**config.mk**
```make
export PLATFORM = sky130hd
export DESIGN_NAME = min_heap_priority_queue_core_flat
export DESIGN_NICKNAME = d
export VERILOG_FILES = /design/src/rtl/core/mhpq_pkg.sv /design/src/rtl/core/mhpq_if.sv /design/src/rtl/core/min_heap_priority_queue_core.sv /design/src/rtl/core/mhpq_datapath.sv /design/src/rtl/core/mhpq_ctrl.sv /design/src/flat_wrapper.sv
export SDC_FILE = /design/constraint.sdc
export NUM_CORES = 2
export LEC_CHECK = 0
export BUFFER_PORTS_ARGS = -buffer_cell sky130_fd_sc_hd__buf_2
export CAP_MARGIN = 20
export CORE_UTILIZATION = 58
export DETAILED_ROUTE_END_ITERATION = 16
export GPL_ROUTABILITY_DRIVEN = 1
export PLACE_DENSITY = 0.83
export SLEW_MARGIN = 20
export SYNTH_ARGS = -nofsm -noshare
export SYNTH_HDL_FRONTEND = slang
export SYNTH_SLANG_ARGS = --single-unit
export TNS_END_PERCENT = 20
```
**constraint.sdc**
```tcl
create_clock -name i_clk -period 11.3 [get_ports i_clk]
set_clock_uncertainty 0.05 [all_clocks]
set_input_delay 1.695 -clock i_clk [delete_from_list [all_inputs] [get_ports i_clk]]
set_output_delay 1.695 -clock i_clk [all_outputs]
set_load 0.02 [all_outputs]
```
**src/rtl/core/mhpq_pkg.sv**
```systemverilog
// ----------------------------------------------------------------------------
// Min-heap priority queue package
// Shared command codes, status codes and the controller/datapath handshake
// structures.
// ----------------------------------------------------------------------------
package mhpq_pkg;

    // Request command field.
    localparam logic CMD_PUSH = 1'b0;
    localparam logic CMD_POP  = 1'b1;

    // Result status codes.
    typedef enum logic [1:0] {
        ST_OK    = 2'd0,
        ST_FULL  = 2'd1,
        ST_EMPTY = 2'd2
    } t_status;

    // Datapath operations issued by the controller, one per cycle.
    typedef enum logic [2:0] {
        OP_NONE,
        OP_PUSH,
        OP_POP,
        OP_UP,
        OP_PLACE,
        OP_POP_LD,
        OP_DOWN,
        OP_RESULT
    } t_dp_op;

    typedef struct packed {
        t_dp_op  op;
        t_status code;
    } t_dp_cmd;

    typedef struct packed {
        logic full;
        logic empty;
        logic up_move;
        logic up_root;
        logic dn_move;
    } t_dp_stat;

endpackage

```
**src/rtl/core/mhpq_if.sv**
```systemverilog
// ----------------------------------------------------------------------------
// Min-heap priority queue channel interfaces
// Request channel (command and value) and response channel (heap summary),
// both with a valid/ready handshake.
// ----------------------------------------------------------------------------
interface mhpq_req_if #(
    parameter int DATA_WIDTH = 32
);
    logic                  valid;
    logic                  ready;
    logic                  command;
    logic [DATA_WIDTH-1:0] value;

    modport source (output valid, output command, output value, input ready);
    modport sink   (input valid, input command, input value, output ready);
endinterface

interface mhpq_rsp_if #(
    parameter int DATA_WIDTH = 32,
    parameter int CNT_WIDTH  = 7
);
    logic                  valid;
    logic                  ready;
    logic [DATA_WIDTH-1:0] top_value;
    logic                  top_valid;
    logic [CNT_WIDTH-1:0]  entry_total;
    logic [1:0]            status;

    modport source (output valid, output top_value, output top_valid,
                    output entry_total, output status, input ready);
    modport sink   (input valid, input top_value, input top_valid,
                    input entry_total, input status, output ready);
endinterface

```
**src/rtl/core/min_heap_priority_queue_core.sv**
```systemverilog
// ----------------------------------------------------------------------------
// Min-heap priority queue core
// Binary min-heap of signed values with push and pop-minimum requests; each
// request returns the current minimum, its valid flag, the entry count and
// a status code.
// ----------------------------------------------------------------------------
//
//   Channel  Dir  Payload                                         Handshake
//   i_req    in   command (0 push, 1 pop), value                  valid/ready
//   o_rsp    out  top_value, top_valid, entry_total, status       valid/ready
//
// One request is processed at a time. A push or pop walks at most
// log2(DEPTH) heap levels before its result is latched; a refused request
// goes straight to the result stage. The sift loops do one level per cycle
// through the two registered read ports and single write port of the heap
// store.
// Reset (synchronous, active low) empties the heap; the store holds no reset
// value and its words beyond the live entries are never used.
// A stalled response waits in the output register; the next request is
// taken once the current result has been latched into that register.
//
module min_heap_priority_queue_core
    import mhpq_pkg::*;
#(
    parameter int DEPTH      = 64,
    parameter int DATA_WIDTH = 32
) (
    input  logic i_clk,
    input  logic i_rst_n,
    mhpq_req_if.sink   i_req,
    mhpq_rsp_if.source o_rsp
);

    // The entry count must hold the depth itself.
    localparam int CNT_WIDTH = $clog2(DEPTH + 1);

    t_dp_cmd  dp_cmd;
    t_dp_stat dp_stat;

    // The controller walks the request through its steps and holds the
    // response valid flag; the heap store and the response payload live in the datapath.
    mhpq_ctrl u_ctrl (
        .i_clk        (i_clk),
        .i_rst_n      (i_rst_n),
        .i_in_valid   (i_req.valid),
        .i_in_command (i_req.command),
        .o_in_ready   (i_req.ready),
        .o_out_valid  (o_rsp.valid),
        .i_out_ready  (o_rsp.ready),
        .i_stat       (dp_stat),
        .o_cmd        (dp_cmd)
    );

    // The datapath sifts the moving value through the store, tracks the
    // root in a shadow register and latches the response payload.
    mhpq_datapath #(
        .DEPTH      (DEPTH),
        .DATA_WIDTH (DATA_WIDTH),
        .CNT_WIDTH  (CNT_WIDTH)
    ) u_datapath (
        .i_clk         (i_clk),
        .i_rst_n       (i_rst_n),
        .i_cmd         (dp_cmd),
        .i_value       (i_req.value),
        .o_stat        (dp_stat),
        .o_top_value   (o_rsp.top_value),
        .o_top_valid   (o_rsp.top_valid),
        .o_entry_total (o_rsp.entry_total),
        .o_status      (o_rsp.status)
    );

endmodule

```
**src/rtl/core/mhpq_datapath.sv**
```systemverilog
// ----------------------------------------------------------------------------
// Min-heap priority queue datapath
// Heap store, entry count, sift position and moving value, compare logic
// and the result register.
// ----------------------------------------------------------------------------
module mhpq_datapath
    import mhpq_pkg::*;
#(
    parameter int DEPTH      = 64,
    parameter int DATA_WIDTH = 32,
    parameter int CNT_WIDTH  = 7
) (
    input  logic                  i_clk,
    input  logic                  i_rst_n,
    input  t_dp_cmd               i_cmd,
    input  logic [DATA_WIDTH-1:0] i_value,
    output t_dp_stat              o_stat,
    output logic [DATA_WIDTH-1:0] o_top_value,
    output logic                  o_top_valid,
    output logic [CNT_WIDTH-1:0]  o_entry_total,
    output logic [1:0]            o_status
);

    localparam int AW = $clog2(DEPTH);
    localparam int KW = AW + 1;
    localparam logic [CNT_WIDTH-1:0] CNT_FULL = CNT_WIDTH'(DEPTH);
    localparam logic [KW-1:0]        K_ONE    = KW'(1);
    localparam logic [KW-1:0]        K_TWO    = KW'(2);

    logic [DATA_WIDTH-1:0] r_mem [DEPTH];
    logic [DATA_WIDTH-1:0] r_rd_a;
    logic [DATA_WIDTH-1:0] r_rd_b;
    logic [DATA_WIDTH-1:0] r_val;
    logic [DATA_WIDTH-1:0] r_top;
    logic [CNT_WIDTH-1:0]  r_count;
    logic [AW-1:0]         r_pos;

    logic [DATA_WIDTH-1:0] r_res_top;
    logic                  r_res_valid;
    logic [CNT_WIDTH-1:0]  r_res_total;
    logic [1:0]            r_res_status;

    logic [AW-1:0]         push_pos;
    logic [AW-1:0]         push_par;
    logic [AW-1:0]         par;
    logic [AW-1:0]         grand_par;
    logic                  up_move;
    logic [KW-1:0]         kid_l;
    logic [KW:0]           kid_r;
    logic                  left_ok;
    logic                  right_ok;
    logic                  pick_r;
    logic [DATA_WIDTH-1:0] child;
    logic [AW-1:0]         cidx;
    logic [KW-1:0]         ckid_l;
    logic [KW-1:0]         ckid_r;
    logic                  dn_move;

    logic                  wr_en;
    logic [AW-1:0]         wr_addr;
    logic [DATA_WIDTH-1:0] wr_data;
    logic [AW-1:0]         rd_addr_a;
    logic [AW-1:0]         rd_addr_b;

    // Sift-up: the value in flight sits at r_pos, r_rd_a holds its parent.
    assign push_pos  = r_count[AW-1:0];
    assign push_par  = (push_pos - AW'(1)) >> 1;
    assign par       = (r_pos - AW'(1)) >> 1;
    assign grand_par = (par - AW'(1)) >> 1;
    assign up_move   = $signed(r_val) < $signed(r_rd_a);

    // Sift-down: r_rd_a and r_rd_b hold the left and right children of r_pos.
    assign kid_l    = {r_pos, 1'b1};
    assign kid_r    = {1'b0, kid_l} + (KW + 1)'(1);
    assign left_ok  = kid_l < KW'(r_count);
    assign right_ok = kid_r < (KW + 1)'(r_count);
    assign pick_r   = right_ok && ($signed(r_rd_b) < $signed(r_rd_a));
    assign child    = pick_r ? r_rd_b : r_rd_a;
    assign cidx     = pick_r ? kid_r[AW-1:0] : kid_l[AW-1:0];
    assign dn_move  = left_ok && ($signed(child) < $signed(r_val));
    assign ckid_l   = {cidx, 1'b1};
    assign ckid_r   = ckid_l + K_ONE;

    assign o_stat.full    = (r_count == CNT_FULL);
    assign o_stat.empty   = (r_count == '0);
    assign o_stat.up_move = up_move;
    assign o_stat.up_root = (par == '0);
    assign o_stat.dn_move = dn_move;

    always_comb begin
        wr_en     = 1'b0;
        wr_addr   = r_pos;
        wr_data   = r_val;
        rd_addr_a = '0;
        rd_addr_b = '0;
        unique case (i_cmd.op)
            OP_PUSH: begin
                rd_addr_a = push_par;
            end
            OP_POP: begin
                rd_addr_a = AW'(r_count - CNT_WIDTH'(1));
            end
            OP_UP: begin
                wr_en     = 1'b1;
                wr_data   = up_move ? r_rd_a : r_val;
                rd_addr_a = grand_par;
            end
            OP_PLACE: begin
                wr_en = 1'b1;
            end
            OP_POP_LD: begin
                rd_addr_a = K_ONE[AW-1:0];
                rd_addr_b = K_TWO[AW-1:0];
            end
            OP_DOWN: begin
                wr_en     = 1'b1;
                wr_data   = dn_move ? child : r_val;
                rd_addr_a = ckid_l[AW-1:0];
                rd_addr_b = ckid_r[AW-1:0];
            end
            OP_NONE, OP_RESULT: begin
            end
            default: begin
            end
        endcase
    end

    // Heap store: one write port, two registered read ports.
    always_ff @(posedge i_clk) begin
        if (wr_en) begin
            r_mem[wr_addr] <= wr_data;
        end
        r_rd_a <= r_mem[rd_addr_a];
        r_rd_b <= r_mem[rd_addr_b];
    end

    // The root is mirrored in r_top on every write to address zero.
    always_ff @(posedge i_clk) begin
        if (wr_en && (wr_addr == '0)) begin
            r_top <= wr_data;
        end
    end

    always_ff @(posedge i_clk) begin
        if (!i_rst_n) begin
            r_count <= '0;
        end else if (i_cmd.op == OP_PUSH) begin
            r_count <= r_count + CNT_WIDTH'(1);
        end else if (i_cmd.op == OP_POP) begin
            r_count <= r_count - CNT_WIDTH'(1);
        end
    end

    always_ff @(posedge i_clk) begin
        unique case (i_cmd.op)
            OP_PUSH: begin
                r_val <= i_value;
                r_pos <= push_pos;
            end
            OP_POP_LD: begin
                r_val <= r_rd_a;
                r_pos <= '0;
            end
            OP_UP: begin
                if (up_move) begin
                    r_pos <= par;
                end
            end
            OP_DOWN: begin
                if (dn_move) begin
                    r_pos <= cidx;
                end
            end
            OP_NONE, OP_POP, OP_PLACE, OP_RESULT: begin
            end
            default: begin
            end
        endcase
    end

    always_ff @(posedge i_clk) begin
        if (i_cmd.op == OP_RESULT) begin
            r_res_valid  <= (r_count != '0);
            r_res_top    <= (r_count != '0) ? r_top : '0;
            r_res_total  <= r_count;
            r_res_status <= i_cmd.code;
        end
    end

    assign o_top_value   = r_res_top;
    assign o_top_valid   = r_res_valid;
    assign o_entry_total = r_res_total;
    assign o_status      = r_res_status;

    a_count_bound: assert property (@(posedge i_clk) disable iff (!i_rst_n)
        r_count <= CNT_FULL)
        else $error("entry count exceeds the store depth");

    a_write_in_heap: assert property (@(posedge i_clk) disable iff (!i_rst_n)
        wr_en |-> (CNT_WIDTH'(wr_addr) < r_count))
        else $error("store written outside the live heap");

    a_result_valid: assert property (@(posedge i_clk) disable iff (!i_rst_n)
        (i_cmd.op == OP_RESULT) |=> (r_res_valid == (r_res_total != '0)))
        else $error("result valid flag disagrees with entry total");

endmodule

```
**src/rtl/core/mhpq_ctrl.sv**
```systemverilog
// ----------------------------------------------------------------------------
// Min-heap priority queue controller
// Sequences push, pop and the sift loops, and owns the result valid flag.
// ----------------------------------------------------------------------------
module mhpq_ctrl
    import mhpq_pkg::*;
(
    input  logic     i_clk,
    input  logic     i_rst_n,
    input  logic     i_in_valid,
    input  logic     i_in_command,
    output logic     o_in_ready,
    output logic     o_out_valid,
    input  logic     i_out_ready,
    input  t_dp_stat i_stat,
    output t_dp_cmd  o_cmd
);

    localparam logic [2:0] S_IDLE   = 3'd0;
    localparam logic [2:0] S_UP     = 3'd1;
    localparam logic [2:0] S_PLACE  = 3'd2;
    localparam logic [2:0] S_POP_LD = 3'd3;
    localparam logic [2:0] S_DOWN   = 3'd4;
    localparam logic [2:0] S_FIN    = 3'd5;

    logic [2:0] r_state;
    logic [2:0] n_state;
    t_status    r_code;
    t_status    n_code;
    logic       r_out_valid;
    logic       n_out_valid;
    logic       accept;

    assign o_in_ready  = (r_state == S_IDLE);
    assign o_out_valid = r_out_valid;
    assign accept      = (r_state == S_IDLE) && i_in_valid;

    always_comb begin
        n_state     = r_state;
        n_code      = r_code;
        n_out_valid = r_out_valid && !i_out_ready;
        o_cmd.op    = OP_NONE;
        o_cmd.code  = r_code;
        unique case (r_state)
            S_IDLE: begin
                if (i_in_valid) begin
                    n_code = ST_OK;
                    if (i_in_command == CMD_PUSH) begin
                        if (i_stat.full) begin
                            n_code  = ST_FULL;
                            n_state = S_FIN;
                        end else begin
                            o_cmd.op = OP_PUSH;
                            n_state  = i_stat.empty ? S_PLACE : S_UP;
                        end
                    end else begin
                        if (i_stat.empty) begin
                            n_code  = ST_EMPTY;
                            n_state = S_FIN;
                        end else begin
                            o_cmd.op = OP_POP;
                            n_state  = S_POP_LD;
                        end
                    end
                end
            end
            S_UP: begin
                o_cmd.op = OP_UP;
                if (!i_stat.up_move) begin
                    n_state = S_FIN;
                end else if (i_stat.up_root) begin
                    n_state = S_PLACE;
                end
            end
            S_PLACE: begin
                o_cmd.op = OP_PLACE;
                n_state  = S_FIN;
            end
            S_POP_LD: begin
                if (i_stat.empty) begin
                    n_state = S_FIN;
                end else begin
                    o_cmd.op = OP_POP_LD;
                    n_state  = S_DOWN;
                end
            end
            S_DOWN: begin
                o_cmd.op = OP_DOWN;
                if (!i_stat.dn_move) begin
                    n_state = S_FIN;
                end
            end
            S_FIN: begin
                if (!r_out_valid || i_out_ready) begin
                    o_cmd.op    = OP_RESULT;
                    n_out_valid = 1'b1;
                    n_state     = S_IDLE;
                end
            end
            default: begin
                n_state = S_IDLE;
            end
        endcase
    end

    always_ff @(posedge i_clk) begin
        if (!i_rst_n) begin
            r_state     <= S_IDLE;
            r_code      <= ST_OK;
            r_out_valid <= 1'b0;
        end else begin
            r_state     <= n_state;
            r_code      <= n_code;
            r_out_valid <= n_out_valid;
        end
    end

    a_push_full: assert property (@(posedge i_clk) disable iff (!i_rst_n)
        (accept && (i_in_command == CMD_PUSH) && i_stat.full)
        |=> (r_state == S_FIN) && (r_code == ST_FULL))
        else $error("push to a full heap not refused");

    a_pop_empty: assert property (@(posedge i_clk) disable iff (!i_rst_n)
        (accept && (i_in_command == CMD_POP) && i_stat.empty)
        |=> (r_state == S_FIN) && (r_code == ST_EMPTY))
        else $error("pop from an empty heap not refused");

    a_down_exit: assert property (@(posedge i_clk) disable iff (!i_rst_n)
        ((r_state == S_DOWN) && !i_stat.dn_move) |=> (r_state == S_FIN))
        else $error("sift-down did not finish when no child was smaller");

endmodule

```
**src/flat_wrapper.sv**
```systemverilog
// flat-port wrapper written by rule: the top's interface ports become plain ports
module min_heap_priority_queue_core_flat import mhpq_pkg::*;
#(
    parameter int DEPTH      = 64,
    parameter int DATA_WIDTH = 32
)
  (i_clk, i_rst_n, i_req_valid, i_req_command, i_req_value, i_req_ready, o_rsp_valid, o_rsp_top_value, o_rsp_top_valid, o_rsp_entry_total, o_rsp_status, o_rsp_ready);
  mhpq_req_if #(.DATA_WIDTH(DATA_WIDTH)) i_req_i ();
  mhpq_rsp_if #(.DATA_WIDTH(DATA_WIDTH), .CNT_WIDTH((7))) o_rsp_i ();
  input  logic i_clk;
  input  logic i_rst_n;
  input wire logic [$bits(i_req_i.valid)-1:0] i_req_valid;
  input wire logic [$bits(i_req_i.command)-1:0] i_req_command;
  input wire logic [$bits(i_req_i.value)-1:0] i_req_value;
  output wire logic [$bits(i_req_i.ready)-1:0] i_req_ready;
  output wire logic [$bits(o_rsp_i.valid)-1:0] o_rsp_valid;
  output wire logic [$bits(o_rsp_i.top_value)-1:0] o_rsp_top_value;
  output wire logic [$bits(o_rsp_i.top_valid)-1:0] o_rsp_top_valid;
  output wire logic [$bits(o_rsp_i.entry_total)-1:0] o_rsp_entry_total;
  output wire logic [$bits(o_rsp_i.status)-1:0] o_rsp_status;
  input wire logic [$bits(o_rsp_i.ready)-1:0] o_rsp_ready;
  assign i_req_i.valid = i_req_valid;
  assign i_req_i.command = i_req_command;
  assign i_req_i.value = i_req_value;
  assign i_req_ready = i_req_i.ready;
  assign o_rsp_valid = o_rsp_i.valid;
  assign o_rsp_top_value = o_rsp_i.top_value;
  assign o_rsp_top_valid = o_rsp_i.top_valid;
  assign o_rsp_entry_total = o_rsp_i.entry_total;
  assign o_rsp_status = o_rsp_i.status;
  assign o_rsp_i.ready = o_rsp_ready;
  min_heap_priority_queue_core #(.DEPTH(DEPTH), .DATA_WIDTH(DATA_WIDTH)) u_core (.i_clk(i_clk), .i_rst_n(i_rst_n), .i_req(i_req_i), .o_rsp(o_rsp_i));
endmodule
```
# --- Yosys cells after proc, flatten, opt, wreduce, memory -nomap -nowiden ---
# Memory sizes are Yosys's and may differ from the RTL's. A register that Yosys moved wholly into a read port is not among the register bits.
# Cells that the tools add are included.
# Widths: inputs -> output; s select.
totals:
  input_bits: 37
  reg_bits: 125
  mem_bits_rw: 2048
  out_inout_bits: 44
  mem_count: 1
  word_cells: 101
memory_table:
  columns: ["name", "depth", "width", "read_ports", "rd_ports_with_merged_regs", "write_ports", "line", "text"]
  rows:
  - ["u_core.u_datapath.r_mem", 64, 32, 2, 2, 1, "mhpq_datapath.sv:30", "logic [DATA_WIDTH-1:0] r_mem [DEPTH];"]
op_classes:
  addsub: 7
  n_lt_le_gt_ge: 5
  eq_ne: 19
  n_mux: 39
  n_reduce_logical: 19
op_table:
  columns: ["cell", "n"]
  rows:
  - ["$pmux 32 s2", 2]
  - ["$lt 32x32->1", 3]
  - ["$mux 32", 3]
  - ["$mux 3", 12]
  - ["$pmux 3 s6", 2]
  - ["$pmux 6 s5", 1]
  - ["$pmux 6 s4", 1]
  - ["$eq 3x3->1 const B", 6]
  - ["$mux 6", 3]
  - ["$mux 7", 2]
  - ["$eq 3x2->1 const B", 4]
  - ["$logic_not 6->1", 2]
  - ["$pmux 6 s2", 1]
  - ["$sub 6x1->6 const B", 2]
  - ["$ne 2x2->1 const B", 5]
  - ["$add 7x1->8 const B", 1]
  - ["$lt 8x7->1", 1]
  - ["$mux 1", 8]
  - ["$mux 2", 4]
  - ["$add 7x1->7 const B", 1]
  - ["$eq 7x7->1 const B", 1]
  - ["$logic_not 7->1", 1]
  - ["$lt 7x7->1", 1]
  - ["$reduce_bool 7->1", 1]
  - ["other kinds (15)", 21]

# --- Depth between registers and ports, before layout ---
depth:
  depth_word: 10
  ltp_mapped: 26
  depth_no_buf: 22

# --- By module ---
# From an unflattened synthesis, not the netlist that was laid out.
unflattened:
  hier_cells: 5059
  hier_area_um2: 96746.5
by_module_without_submodules:
  columns: ["mod", "cells_per_inst", "instances", "seq_area_each_um2", "area_each_um2"]
  rows:
  - ["mhpq_datapath", 5002, 1, 66283.6, 96283.6]
  - ["mhpq_ctrl", 57, 1, 120.1, 462.9]

# --- Worst setup path after synthesis ---
# Ideal clock, no wire load.
synth_timing:
  path_kind: "register to register"
  from: "reg u_core.u_datapath.r_pos[2]"
  to: "mem u_core.u_datapath.r_mem[0][31] (data pin)"
  arrival_ns: 6.798
  required_time_ns: 10.678
  path_buffers: 4
  setup_slack_ns: 3.880
  stages_incl_launch_ff: 26
  setup_ns: 0.572
  synth_period_minus_slack_ns: 7.420
  cell_sequence: "edfxtp_1 > clkbuf_1 > nand3_1 > nor2_1 > xor2_1 > ha_1 > a211oi_1 > o21ai_0 > a21oi_4 > clkbuf_1 > clkbuf_1 > nand2_1 > o21ai_0 > ha_1 > a21o_1 > a21o_1 > a21oi_1 > o21a_1 > o21ai_0 > a2111oi_0 > mux2_2 > a211oi_2 > clkbuf_1 > a21oi_1 > a21oi_1 > o221ai_1"
synth_via:
  elab_chain_len: 8
synth_lines:
  columns: ["element", "line", "text"]
  rows:
  - ["start: declaration", "mhpq_datapath.sv:36", "logic [AW-1:0] r_pos;"]
  - ["start signal: assignment", "mhpq_datapath.sv:158", "r_pos <= push_pos;"]
  - ["start signal: assignment", "mhpq_datapath.sv:166", "r_pos <= par;"]
  - ["start signal: assignment", "mhpq_datapath.sv:171", "r_pos <= cidx;"]
  - ["$add 7x1->8", "mhpq_datapath.sv:74", "assign kid_r = {1'b0, kid_l} + (KW + 1)'(1);"]
  - ["$lt 8x7->1", "mhpq_datapath.sv:76", "assign right_ok = kid_r < (KW + 1)'(r_count);"]
  - ["$logic_and 1x1->1", "mhpq_datapath.sv:77", "assign pick_r = right_ok && ($signed(r_rd_b) < $signed(r_rd_a));"]
  - ["$mux 32", "mhpq_datapath.sv:78", "assign child = pick_r ? r_rd_b : r_rd_a;"]
  - ["$lt 32x32->1", "mhpq_datapath.sv:80", "assign dn_move = left_ok && ($signed(child) < $signed(r_val));"]
  - ["$logic_and 1x1->1", "mhpq_datapath.sv:80", null]
  - ["$mux 32 (*)", "mhpq_datapath.sv:117", "wr_data = dn_move ? child : r_val;"]
  - ["$pmux 32 s2 (*)", "mhpq_datapath.sv:96", "unique case (i_cmd.op)"]
  - ["named net u_core.u_datapath.wr_data[31]", "mhpq_datapath.sv:61", "logic [DATA_WIDTH-1:0] wr_data;"]
  - ["end: declaration", "mhpq_datapath.sv:30", null]
# The timed path passes the listed nets; every way through them passes the cells marked *.

# --- Worst setup path after layout ---
layout_timing:
  from: "reg u_core.u_datapath.r_pos[0]"
  to: "mem u_core.u_datapath.r_mem[20][5] (data pin)"
# Same word-level chain as after synthesis.

==> impl_metrics.tcl <==
set metrics [dict create \
    status "complete, no violations" \
    port_buffers 80 \
    grt_pass1_wl_um 421000 \
    grt_pass1_vias 57022 \
    die_h_um 411 \
    netlist_instances 5185 \
    fin_crit_sh_pct 80.7 \
    synth_area_leaders "edfxtp_1 67%, mux4_2 18%, nand2_1 1.7%, dfxtp_1 1.6%, ha_1 1.4%" \
    dieArea_um2 169000 \
    path_cells "inv_1, ha_1, ha_1, o21ai_0, a21oi_1, a211oi_1, o21ai_0, a21oi_4, buf_4, o21ai_0, ha_1, a21o_1, a21o_1, a21oi_1, o21a_1, o21ai_0, a2111oi_0, mux2_2, a211oi_4, buf_4, and3_1, a221o_2" \
    hold_buffers 0 \
    max_stage_delay_ns 0.92 \
    synth_top_family_by_area "multiplexers" \
    syn_nets 5334 \
    cts.path.max_buffers 3 \
    crit_family "compound AO/OA/AOI/OAI gates" \
    ios 81 \
    totalWireLength_um 303000 \
    cap_viol_max_count 0 \
    synth_top_area_share_pct 66.7 \
    drive_gt1_share_pct 27.2 \
    ys_types 83 \
    clk_pin_slew_ns 0.06 \
    routabilityCongestion 0.967 \
    critPathCaptureType "register" \
    wl_met1_um 97300 \
    cts_resized 0 \
    yosysWarnings 0 \
    dp.cells 7234 \
    slew_viol_final 0 \
    floorplan.initialDensity_pct 58.6 \
    tns_ns 0 \
    critical_path_class "register to register" \
    cts_tree "yes" \
    path_max_fanout 65 \
    synth_xor_area_share_pct 0.225 \
    cp.required_ns 11.71 \
    postCtsSetupRepairBufs 0 \
    syn_to_final_growth_pct 10.9 \
    holdCritPathClass "register to register" \
    cpMostUsedCell "o21ai_0" \
    dr.first_iter.drc_count 10619 \
    critPathSlowestCell "a2111oi_0" \
    drt_pre_antenna_iters 6 \
    antenna_found_initial 23 \
    overflow 0 \
    cts_inserted_buffers 213 \
    met3_length_um 50200 \
    ant_nets 0 \
    syn_area_um2 97200 \
    stdcell_count 7645 \
    setup_viol 0 \
    synth_edf_count 2160 \
    arrival_ns 9.52 \
    grt_max_degree 132 \
    core_um2 166000 \
    fmax_mhz 110 \
    relSlewSlack_pct 9.65 \
    drc 0 \
    rows 149 \
    startpoint_type "register" \
    r2r_setup_slack_ns 2.19 \
    hold_violations 0 \
    ys_seq_elements 2237 \
    final.min_clock_period_ns 9.11 \
    wl_met2_um 132000 \
    synth.area.mux_share_pct 19.5 \
    ys.flop_type "edfxtp_1" \
    via_per_inst 7.63 \
    rsz0062_at_grt "no" \
    place_hpwl_um 159000 \
    routed.top_layer "met5" \
    wire_per_inst_um 39.7 \
    fin_nets 5412 \
    path_buf_inv 3 \
    grt_use_total_pct 35.8 \
    synth_largest_area_cell "edfxtp_1" \
    synthSimpleGateAreaFrac_pct 4.43 \
    cts.sinks 2237 \
    synthAdderAreaFrac_pct 1.44 \
    num_vias 58299 \
    synth_compound_area_share_pct 3.96 \
    die_w_um 411 \
    ys_seq_area_share_pct 68.3 \
    h-tree-depth 4 \
    clk_latency_ns 0.88 \
    syn_area_per_cell_um2 18.7 \
    async_flop_share_pct 0 \
    clockRootBuffer "clkbuf_16" \
    tightest_slew_ns 1.35 \
]
==> area by class of cell <==
class / instances / area, um2
diodes: 12 / 30.0
clock buffers: 254 / 5590
clock inverters: 142 / 1390
fillers: 10391 / 58000
inverters: 81 / 304
multi-input cells: 2517 / 29700
flip-flops and latches: 2237 / 66400
well taps: 2189 / 2740
repair buffers: 213 / 1600
==> metal layers <==
metal | vias to the layer above | global-route usage, %
met5 | - | 0
met4 | 4 | 22.7
met3 | 1229 | 11.8
met2 | 6150 | 51.5
met1 | 29238 | 47.3
li1 | 21678 | -
==> flip-flops by register name, indices dropped and copies added, names as in the netlist, 2 cells and up <==
signal	flops
u_core.u_ctrl.r_code	2
u_core.u_datapath.r_val	32
u_core.u_datapath.r_top	32
u_core.u_datapath.o_status	2
u_core.u_datapath.o_entry_total	7
u_core.u_ctrl.r_state	3
u_core.u_datapath.r_count	7
u_core.u_datapath.r_pos	6
u_core.u_datapath.r_rd_a	32
u_core.u_datapath.r_mem	2048
u_core.u_datapath.r_rd_b	32
u_core.u_datapath.o_top_value	32
==> cells in the final DEF, fill, tap and decap left out, types with 21 or more instances in the layout <==
cell type and instances:
mux2i_1 129, nand2_1 427, buf_4 118, bufinv_16 21, o21ai_0 86, mux2_2 33, nor2_4 69, a21oi_1 137
o32ai_1 29, edfxtp_1 2160, a31o_1 26, a211oi_1 41, ha_1 112, and3_1 66, a22oi_1 66, inv_1 80
clkbuf_16 215, nand3_1 145, buf_2 80, clkbuf_1 33, dfxtp_1 77, a221o_1 34, clkinv_2 48, and2_1 42
clkinv_1 44, and4_1 33, nor2_1 25, mux4_2 768
==> Yosys cell counts (4+ instances only) <==
cell type     n
a21oi_1     139
o21ai_0      86
o31ai_1       6
inv_1        80
a21o_1       20
a32oi_1       4
a211oi_1     41
a31o_2        7
o32ai_1      32
nor2_1       93
nand2b_1      8
mux4_2      768
nor3_1       19
clkbuf_1    162
edfxtp_1   2160
o221ai_1      5
mux2_2       34
xnor2_1      19
nor2b_1      15
buf_1        24
ha_1        112
dfxtp_1      77
buf_2       113
a22oi_1      66
nand3_1     145
nand4_1      18
nand2_1     428
a221o_1      66
nand3b_1      4
and3_1       67
xor2_1        6
mux2i_1     130
a21boi_0      4
buf_6        16
o21a_1       10
and2_1       43
and4_1       33
buf_4        34
a31o_1       26
==> through the flow <==
step	instance area, um2	util, %	setup WS [ns]	hold WS (ns)
2_1_floorplan	97200	-	3.88	0.357
3_3_place_gp	100000	60.6	2.66	0.371
3_5_place_dp	100000	60.6	2.52	0.389
4_1_cts	107000	64.8	2.45	0.403
5_1_grt	108000	65.0	1.93	0.434
6_report	108000	65.0	2.19	0.396
==> logic make-up (layout without fill, tap and decap cells) <==
family          count (synthesis)  after routing
compound gates                547            547
flops                        2237           2237
simple gates                  900            900
fa+ha+maj                     112            112
buf+inv                       431            690
xor+xnor                       25             25
mux                           933            933
other cells                     0             12
==> path summary, 6_finish.rpt <==
kind	from	end	cells past startpoint
max	u_core.u_datapath.r_pos[0]$_DFFE_PP_	u_core.u_datapath.r_mem[20][5]$_DFFE_PP_	22
min	u_core.u_ctrl.r_code[1]$_SDFFE_PN0P_	u_core.u_datapath.o_status[1]$_DFFE_PN_	0
max reg2reg	u_core.u_datapath.r_pos[0]$_DFFE_PP_	u_core.u_datapath.r_mem[20][5]$_DFFE_PP_	22
min reg2reg	u_core.u_ctrl.r_code[1]$_SDFFE_PN0P_	u_core.u_datapath.o_status[1]$_DFFE_PN_	0
Power is left out: the tool's default activity adds up to more than one toggle a clock period on the data nets, which glitch-free logic cannot reach.
